**src/rtl/untp_pkg.sv**
```systemverilog
`default_nettype none
// ----------------------------------------------------------------------------
// untp_pkg
// Shared types and constants for the unsigned number token parser: the parse
// phase codes, the parser state record, the result record and the character
// codes that the parser recognises.
// ----------------------------------------------------------------------------
package untp_pkg;

    // Position saturates at this count of characters.
    localparam int MAX_LEN = 255;
    localparam int POS_W   = $clog2(MAX_LEN + 1);

    // Character codes.
    localparam logic [7:0] CH_SPACE  = 8'h20;
    localparam logic [7:0] CH_DOLLAR = 8'h24;
    localparam logic [7:0] CH_ZERO   = 8'h30;
    localparam logic [7:0] CH_NINE   = 8'h39;
    localparam logic [7:0] CH_UP_A   = 8'h41;
    localparam logic [7:0] CH_UP_F   = 8'h46;
    localparam logic [7:0] CH_LOW_A  = 8'h61;
    localparam logic [7:0] CH_LOW_F  = 8'h66;
    localparam logic [7:0] CH_UP_X   = 8'h58;
    localparam logic [7:0] CH_LOW_X  = 8'h78;

    // Digit value that marks a byte which is not a hex digit.
    localparam logic [4:0] NOT_HEX = 5'd16;
    localparam logic [4:0] DEC_BASE = 5'd10;

    typedef enum logic [2:0] {
        PH_LEAD   = 3'd0,
        PH_ZERO   = 3'd1,
        PH_DIGITS = 3'd2,
        PH_TRAIL  = 3'd3,
        PH_REST   = 3'd4,
        PH_FAIL   = 3'd5
    } phase_t;

    typedef struct packed {
        phase_t             phase;
        logic               hex_mode;
        logic [31:0]        accum;
        logic               digit_seen;
        logic [POS_W-1:0]   position;
        logic [POS_W-1:0]   rest_start;
    } state_t;

    typedef struct packed {
        logic        ok;
        logic [31:0] value;
        logic [7:0]  rest_offset;
    } result_t;

    localparam state_t STATE_RESET = '{
        phase:      PH_LEAD,
        hex_mode:   1'b0,
        accum:      32'd0,
        digit_seen: 1'b0,
        position:   '0,
        rest_start: '0
    };

endpackage
`default_nettype wire

```
**src/rtl/untp_step.sv**
```systemverilog
`default_nettype none
// ----------------------------------------------------------------------------
// untp_step
// Combinational parse step: takes the current parser state and one
// character, and gives the next state and the result that a final
// character produces.
// ----------------------------------------------------------------------------
module untp_step (
    input  var untp_pkg::state_t  state_cur,
    input  wire logic [7:0]       ch,
    input  wire logic             last,
    output untp_pkg::state_t      state_next,
    output untp_pkg::result_t     result
);
    import untp_pkg::*;

    // Hex digit value of a byte, or NOT_HEX.
    function automatic logic [4:0] hex_value(input logic [7:0] c);
        logic [7:0] d;
        begin
            d = 8'd0;
            if (c >= CH_ZERO && c <= CH_NINE)
            begin
                d = c - CH_ZERO;
                hex_value = d[4:0];
            end
            else if (c >= CH_UP_A && c <= CH_UP_F)
            begin
                d = c - CH_UP_A + 8'd10;
                hex_value = d[4:0];
            end
            else if (c >= CH_LOW_A && c <= CH_LOW_F)
            begin
                d = c - CH_LOW_A + 8'd10;
                hex_value = d[4:0];
            end
            else
            begin
                hex_value = NOT_HEX;
            end
        end
    endfunction

    // Digit phase: add a digit or end the token.
    function automatic state_t digit_char(input state_t s, input logic [7:0] c);
        state_t      r;
        logic [4:0]  d;
        logic [31:0] scaled;
        begin
            r = s;
            d = hex_value(c);
            scaled = 32'd0;
            if (d != NOT_HEX)
            begin
                if (!s.hex_mode && d >= DEC_BASE)
                begin
                    r.phase = PH_FAIL;
                end
                else
                begin
                    // Multiply by 16 or by 10 as shift and add, wrapping.
                    if (s.hex_mode)
                        scaled = {s.accum[27:0], 4'b0000};
                    else
                        scaled = {s.accum[28:0], 3'b000} + {s.accum[30:0], 1'b0};
                    r.accum = scaled + {27'd0, d};
                    r.digit_seen = 1'b1;
                end
            end
            else if (!s.digit_seen || c != CH_SPACE)
            begin
                r.phase = PH_FAIL;
            end
            else
            begin
                r.phase = PH_TRAIL;
            end
            digit_char = r;
        end
    endfunction

    state_t                  stepped;
    state_t                  zero_seed;
    logic [POS_W+7:0]        off_wide;

    // Phase transition for one character.
    always_comb
    begin
        stepped = state_cur;
        zero_seed = state_cur;
        zero_seed.accum = 32'd0;
        zero_seed.digit_seen = 1'b1;
        zero_seed.phase = PH_DIGITS;
        unique case (state_cur.phase)
            PH_LEAD:
            begin
                if (ch == CH_SPACE)
                begin
                    stepped = state_cur;
                end
                else if (ch == CH_DOLLAR)
                begin
                    stepped.hex_mode = 1'b1;
                    stepped.phase = PH_DIGITS;
                end
                else if (ch == CH_ZERO)
                begin
                    stepped.phase = PH_ZERO;
                end
                else
                begin
                    stepped.phase = PH_DIGITS;
                    stepped = digit_char(stepped, ch);
                end
            end
            PH_ZERO:
            begin
                if (ch == CH_LOW_X || ch == CH_UP_X)
                begin
                    stepped.hex_mode = 1'b1;
                    stepped.phase = PH_DIGITS;
                end
                else
                begin
                    stepped = digit_char(zero_seed, ch);
                end
            end
            PH_DIGITS:
            begin
                stepped = digit_char(state_cur, ch);
            end
            PH_TRAIL:
            begin
                if (ch != CH_SPACE)
                begin
                    stepped.rest_start = state_cur.position;
                    stepped.phase = PH_REST;
                end
            end
            PH_REST:
            begin
                stepped = state_cur;
            end
            default:
            begin
                stepped.phase = PH_FAIL;
            end
        endcase

        // Count of characters consumed, saturating.
        if (state_cur.position < POS_W'(MAX_LEN))
            stepped.position = state_cur.position + POS_W'(1);
    end

    // Result of a string that ends with this character.
    always_comb
    begin
        result.ok = 1'b0;
        result.value = 32'd0;
        off_wide = '0;
        priority if (stepped.phase == PH_ZERO)
        begin
            result.ok = 1'b1;
            off_wide = {8'd0, stepped.position};
        end
        else if (stepped.phase == PH_DIGITS && stepped.digit_seen)
        begin
            result.ok = 1'b1;
            result.value = stepped.accum;
            off_wide = {8'd0, stepped.position};
        end
        else if (stepped.phase == PH_TRAIL)
        begin
            result.ok = 1'b1;
            result.value = stepped.accum;
            off_wide = {8'd0, stepped.position};
        end
        else if (stepped.phase == PH_REST)
        begin
            result.ok = 1'b1;
            result.value = stepped.accum;
            off_wide = {8'd0, stepped.rest_start};
        end
        else
        begin
            result.ok = 1'b0;
        end
        result.rest_offset = off_wide[7:0];
    end

    // A final character returns the parser to its reset state.
    assign state_next = last ? STATE_RESET : stepped;

endmodule
`default_nettype wire

```
**src/rtl/unsigned_number_token_parser_core.sv**
```systemverilog
`default_nettype none
// ----------------------------------------------------------------------------
// unsigned_number_token_parser_core
// Parses an unsigned 32-bit decimal or hex number token from a string that
// arrives one character per item, and gives one result per string.
// ----------------------------------------------------------------------------
//  Channel | Signals                          | Item
//  --------+----------------------------------+-------------------------------
//  in      | in_valid, in_ready, ch, last     | one character of the string
//  out     | out_valid, out_ready, ok, value, | one parse result, on the final
//          | rest_offset                      | character of each string
//
// One character is taken every cycle unless a final one waits for the
// result slot; the parse step is one combinational pass between the input
// register and the parser state / result registers that hold its outcome.
// Reset returns the parser to the leading-space phase and empties both
// registers. A stalled result only holds back a later final character;
// other characters keep flowing past it.
// ----------------------------------------------------------------------------
module unsigned_number_token_parser_core (
    input  wire logic        clk,
    input  wire logic        rst_n,
    input  wire logic        in_valid,
    output logic             in_ready,
    input  wire logic [7:0]  ch,
    input  wire logic        last,
    output logic             out_valid,
    input  wire logic        out_ready,
    output logic             ok,
    output logic [31:0]      value,
    output logic [7:0]       rest_offset
);
    import untp_pkg::*;

    logic        in_valid_reg;
    logic [7:0]  ch_reg;
    logic        last_reg;
    state_t      state_reg;
    state_t      state_next;
    result_t     step_result;
    logic        out_valid_reg;
    logic        ok_reg;
    logic [31:0] value_reg;
    logic [7:0]  rest_offset_reg;
    logic        advance;

    // The held item moves on unless it is final and a full result slot stalls.
    assign advance  = in_valid_reg && (!last_reg || !out_valid_reg || out_ready);
    assign in_ready = !in_valid_reg || advance;

    untp_step u_step (
        .state_cur  (state_reg),
        .ch         (ch_reg),
        .last       (last_reg),
        .state_next (state_next),
        .result     (step_result)
    );

    // Input register.
    always_ff @(posedge clk or negedge rst_n)
    begin
        if (!rst_n)
        begin
            in_valid_reg <= 1'b0;
        end
        else if (in_ready)
        begin
            in_valid_reg <= in_valid;
        end
    end

    always_ff @(posedge clk)
    begin
        if (in_ready && in_valid)
        begin
            ch_reg   <= ch;
            last_reg <= last;
        end
    end

    // Parser state register.
    always_ff @(posedge clk or negedge rst_n)
    begin
        if (!rst_n)
        begin
            state_reg <= STATE_RESET;
        end
        else if (advance)
        begin
            state_reg <= state_next;
        end
    end

    // Result register.
    always_ff @(posedge clk or negedge rst_n)
    begin
        if (!rst_n)
        begin
            out_valid_reg <= 1'b0;
        end
        else if (advance && last_reg)
        begin
            out_valid_reg <= 1'b1;
        end
        else if (out_ready)
        begin
            out_valid_reg <= 1'b0;
        end
    end

    always_ff @(posedge clk)
    begin
        if (advance && last_reg)
        begin
            ok_reg          <= step_result.ok;
            value_reg       <= step_result.value;
            rest_offset_reg <= step_result.rest_offset;
        end
    end

    assign out_valid   = out_valid_reg;
    assign ok          = ok_reg;
    assign value       = value_reg;
    assign rest_offset = rest_offset_reg;

    // A failed parse reports zero value and zero offset.
    assert property (@(posedge clk) disable iff (!rst_n)
        out_valid_reg && !ok_reg |-> value_reg == 32'd0 && rest_offset_reg == 8'd0)
        else $error("failed parse with non-zero payload");

    // A final character restarts the parser from reset.
    assert property (@(posedge clk) disable iff (!rst_n)
        advance && last_reg |=> state_reg == STATE_RESET)
        else $error("parser state not cleared after final character");

    // A final character always fills the result slot.
    assert property (@(posedge clk) disable iff (!rst_n)
        advance && last_reg |=> out_valid_reg)
        else $error("final character produced no result");

    // Trailing and rest phases are only reached after a digit.
    assert property (@(posedge clk) disable iff (!rst_n)
        state_reg.phase == PH_TRAIL || state_reg.phase == PH_REST |-> state_reg.digit_seen)
        else $error("token ended without a digit");

endmodule
`default_nettype wire

```
**config.mk**
```make
export PLATFORM = sky130hd
export DESIGN_NAME = unsigned_number_token_parser_core
export DESIGN_NICKNAME = d
export VERILOG_FILES = /design/src/rtl/untp_pkg.sv /design/src/rtl/untp_step.sv /design/src/rtl/unsigned_number_token_parser_core.sv
export SDC_FILE = /design/constraint.sdc
export NUM_CORES = 1
export LEC_CHECK = 0
export BUFFER_PORTS_ARGS = -buffer_cell sky130_fd_sc_hd__buf_4
export CORE_MARGIN = 1.5
export CORE_UTILIZATION = 25
export CTS_BUF_LIST = sky130_fd_sc_hd__clkbuf_8
export DETAILED_ROUTE_END_ITERATION = 7
export PLACE_DENSITY = 0.49
export SYNTH_ARGS = -nofsm -noshare
export SYNTH_HDL_FRONTEND = slang
export SYNTH_SLANG_ARGS = --single-unit
```
**constraint.sdc**
```tcl
create_clock -name clk -period 6.8 [get_ports clk]
set_clock_uncertainty 0.05 [all_clocks]
set_input_delay 0.34 -clock clk [delete_from_list [all_inputs] [get_ports clk]]
set_output_delay 0.34 -clock clk [all_outputs]
set_load 0.05 [all_outputs]
```
==> flow_metrics.env <==
export IMPL_wl_per_cell_um=18.26
export IMPL_setup_viol=0
export IMPL_cts_buffers=9
export IMPL_synth_area_leaders="edfxtp_1 18%, dfrtp_1 17%, ha_1 5.8%"
export IMPL_ys_seq_area_frac=0.3527
export IMPL_period_share=0.7897
export IMPL_clock_path_buffers=2
export IMPL_grt_use_total=0.1572
export IMPL_clock_latency_ps=410
export IMPL_path_buf_inv=1
export IMPL_syn_area_um2=8160
export IMPL_wl_mm=26.22
export IMPL_drc=0
export IMPL_die_area_um2=33730
export IMPL_antenna_found_initial=0
export IMPL_fillCellCount=3518
export IMPL_h_tree_depth=3
export IMPL_cp_top_family="compound AO/OA/AOI/OAI gates"
export IMPL_drive_gt1_frac=0.1099
export IMPL_syn_inst=974
export IMPL_crit_fanout=8
export IMPL_mostFrequentLayoutCells="112 x nand2_1, 86 x a21oi_1, 85 x nor2_1, 75 x o21ai_0, 64 x buf_4"
export IMPL_syn_avg_cell_area_um2=8.378
export IMPL_core_area_um2=31880
export IMPL_portBuffers=55
export IMPL_grt_pass1_vias=7124
export IMPL_ant_nets=0
export IMPL_ys_ff_latch=105
export IMPL_globalplace_congestion=0.8646
export IMPL_cp_slowest_cell="edfxtp_1"
export IMPL_critPathMaxStageDelay_ps=520
export IMPL_via_per_inst=5.295
export IMPL_cts_tree="yes"
export IMPL_period_minus_slack_ps=5370
export IMPL_fmax_mhz=186.2
export IMPL_die_width_um=183.7
export IMPL_synth_top_area_frac=0.1840
export IMPL_cts_repair_resized=0
export IMPL_fp_dieH_um=183.7
export IMPL_clk_pin_slew_ps=130
export IMPL_ir_worst_vdd_mv=0.1040
export IMPL_total_leakage_power_nw=3.521
export IMPL_maxCapViolCount=0
export IMPL_hold_path_class="primary input to flip-flop"
export IMPL_start_util=0.2560
export IMPL_critical_path_required_ps=6900
export IMPL_max_slew_worst_pin_slew_ps=1090
export IMPL_cp_cell_sequence="inv_1, ha_1, or3b_1, a211o_1, a31oi_1, a21boi_0, ha_1, a21oi_1, nand2b_1, a21oi_1, nor4b_2, o2111ai_1, nor4_1, xor2_1, nand3_1, a21oi_1, nor3_1"
export IMPL_rsz0062_at_grt="false"
export IMPL_setup_tns_ps=0
export IMPL_critPathCaptureType="flip-flop"
export IMPL_cp_common_cell="a21oi_1"
export IMPL_mostFrequentLayoutCell="nand2_1"
export IMPL_num_vias=7604
export IMPL_drt_initial_drc_count=491
export IMPL_cts_sinks=105
export IMPL_cp_arrival_ps=5470
export IMPL_yosys_area_top_type="edfxtp_1"
export IMPL_powerDensity_nw_per_um2=157.1
export IMPL_ys_flop_type="dfrtp_1"
export IMPL_gr_total_overflow=0
export IMPL_route_met2_wl_mm=11.83
export IMPL_drv_slew=0
export IMPL_grt_pass1_wl_mm=41.59
export IMPL_synthToLayoutAreaGrowth_pct=12.20
export IMPL_critPathKind="flip-flop to flip-flop"
export IMPL_dr_pass1_iters=5
export IMPL_dr_max_layer_used="met4"
export IMPL_yosysUniqueCellTypes=82
export IMPL_nets=1049
export IMPL_rows=65
export IMPL_place_area_um2=8951
export IMPL_critPathLaunchType="flip-flop"
export IMPL_wl_met3_mm=1.069
export IMPL_synth_edf_count=50
export IMPL_largest_register_ffs=53
export IMPL_hold_viol_final=0
export IMPL_insertedDiodeCount=0
export IMPL_postSynth_asyncResetShare=0.5238
export IMPL_drt_met1_wl_mm=12.99
export IMPL_cts_root_buf="clkbuf_8"
export IMPL_design_area_um2=9156
export IMPL_num_io_pins=56
export IMPL_synth_nets=1027
export IMPL_grt_max_degree=59
export IMPL_slew_headroom=0.2722
export IMPL_status="finished, final reports clean"
export IMPL_synth_warnings=0
export IMPL_hpwl_mm=18.37
[stage by stage]
| step | hold slack, ps | setup WS [ps] | power, mW | instances | utilization |
|---|---|---|---|---|---|
| 5_1_grt | 39.40 | 1041 | 1.502 | 1436 | 0.2872 |
| 3_3_place_gp | 429.7 | 1645 | 1.034 | 1419 | 0.2808 |
| 3_5_place_dp | 432.0 | 1487 | 1.035 | 1419 | 0.2808 |
| 4_1_cts | 40.38 | 1489 | 1.458 | 1436 | 0.2872 |
| 6_report | 58.83 | 1430 | 1.439 | 1436 | 0.2872 |
| 2_1_floorplan | -5.591 | 2220 | 0.9335 | 974 | - |
[metal layers]
| layer | GRT usage | vias up |
|---|---|---|
| li1 | - | 3694 |
| met1 | 0.2317 | 3676 |
| met2 | 0.2461 | 214 |
| met3 | 0.01842 | 20 |
| met4 | 0.03049 | 0 |
| met5 | 0 | - |
[path summary, 6_finish.rpt]
check / start / end / slack [ps] / cells past startpoint
max in group asynchronous: rst_n / state_reg[22] / 5640 / 2
min in group asynchronous: rst_n / state_reg[7] / 510 / 2
min reg2reg: state_reg[1] / state_reg[1] / 460 / 1
max reg2reg: ch_reg[0] / value[26] / 1430 / 17
min: ch[1] / ch_reg[1] / 60 / 1
max: ch_reg[0] / value[26] / 1430 / 17
[power breakdown]
part           internal [mW]  switching [mW]  total (mW)
clock network          0.144           0.274       0.418
logic                 0.0728           0.214       0.287
registers              0.695          0.0388       0.734
[kinds of logic after synthesis]
logic type / share of synthesized area
buffers and inverters: 0.04048
XOR/XNOR: 0.03649
AO/OA/AOI/OAI: 0.2651
flip-flops: 0.3527
AND/OR/NAND/NOR: 0.2249
adder cells (fa/ha/maj): 0.06317
multiplexers: 0.01717
[area by class of cell]
type,count,area [um2],area share
Sequential cell,105,2878,0.3143
Inverter,25,93.84,0.01025
Multi-Input combinational cell,790,4955,0.5411
Clock buffer,9,123.9,0.01353
Timing Repair Buffer,65,490.5,0.05357
Tap cell,435,544.3,0.05944
Clock inverter,7,71.32,0.007789
[timing repair]
item / 4_1_cts / 5_1_grt
hold buffers: 1 / 0
endpoints found under the hold margin: 23 / 0
setup buffers: 0 / 0
[synth_stat cells (17+ instances only)]
cell and n:
nand2_1 112, a21oi_1 86, nor2_1 85, o21ai_0 75, dfrtp_1 55, edfxtp_1 50
ha_1 38, clkbuf_1 33, nand3_1 31, inv_1 25, nor3_1 21, nand2b_1 18
nand4_1 18, a31oi_1 17, xnor2_1 17, xor2_1 17
No activity file was read; power rests on OpenSTA's default activity.
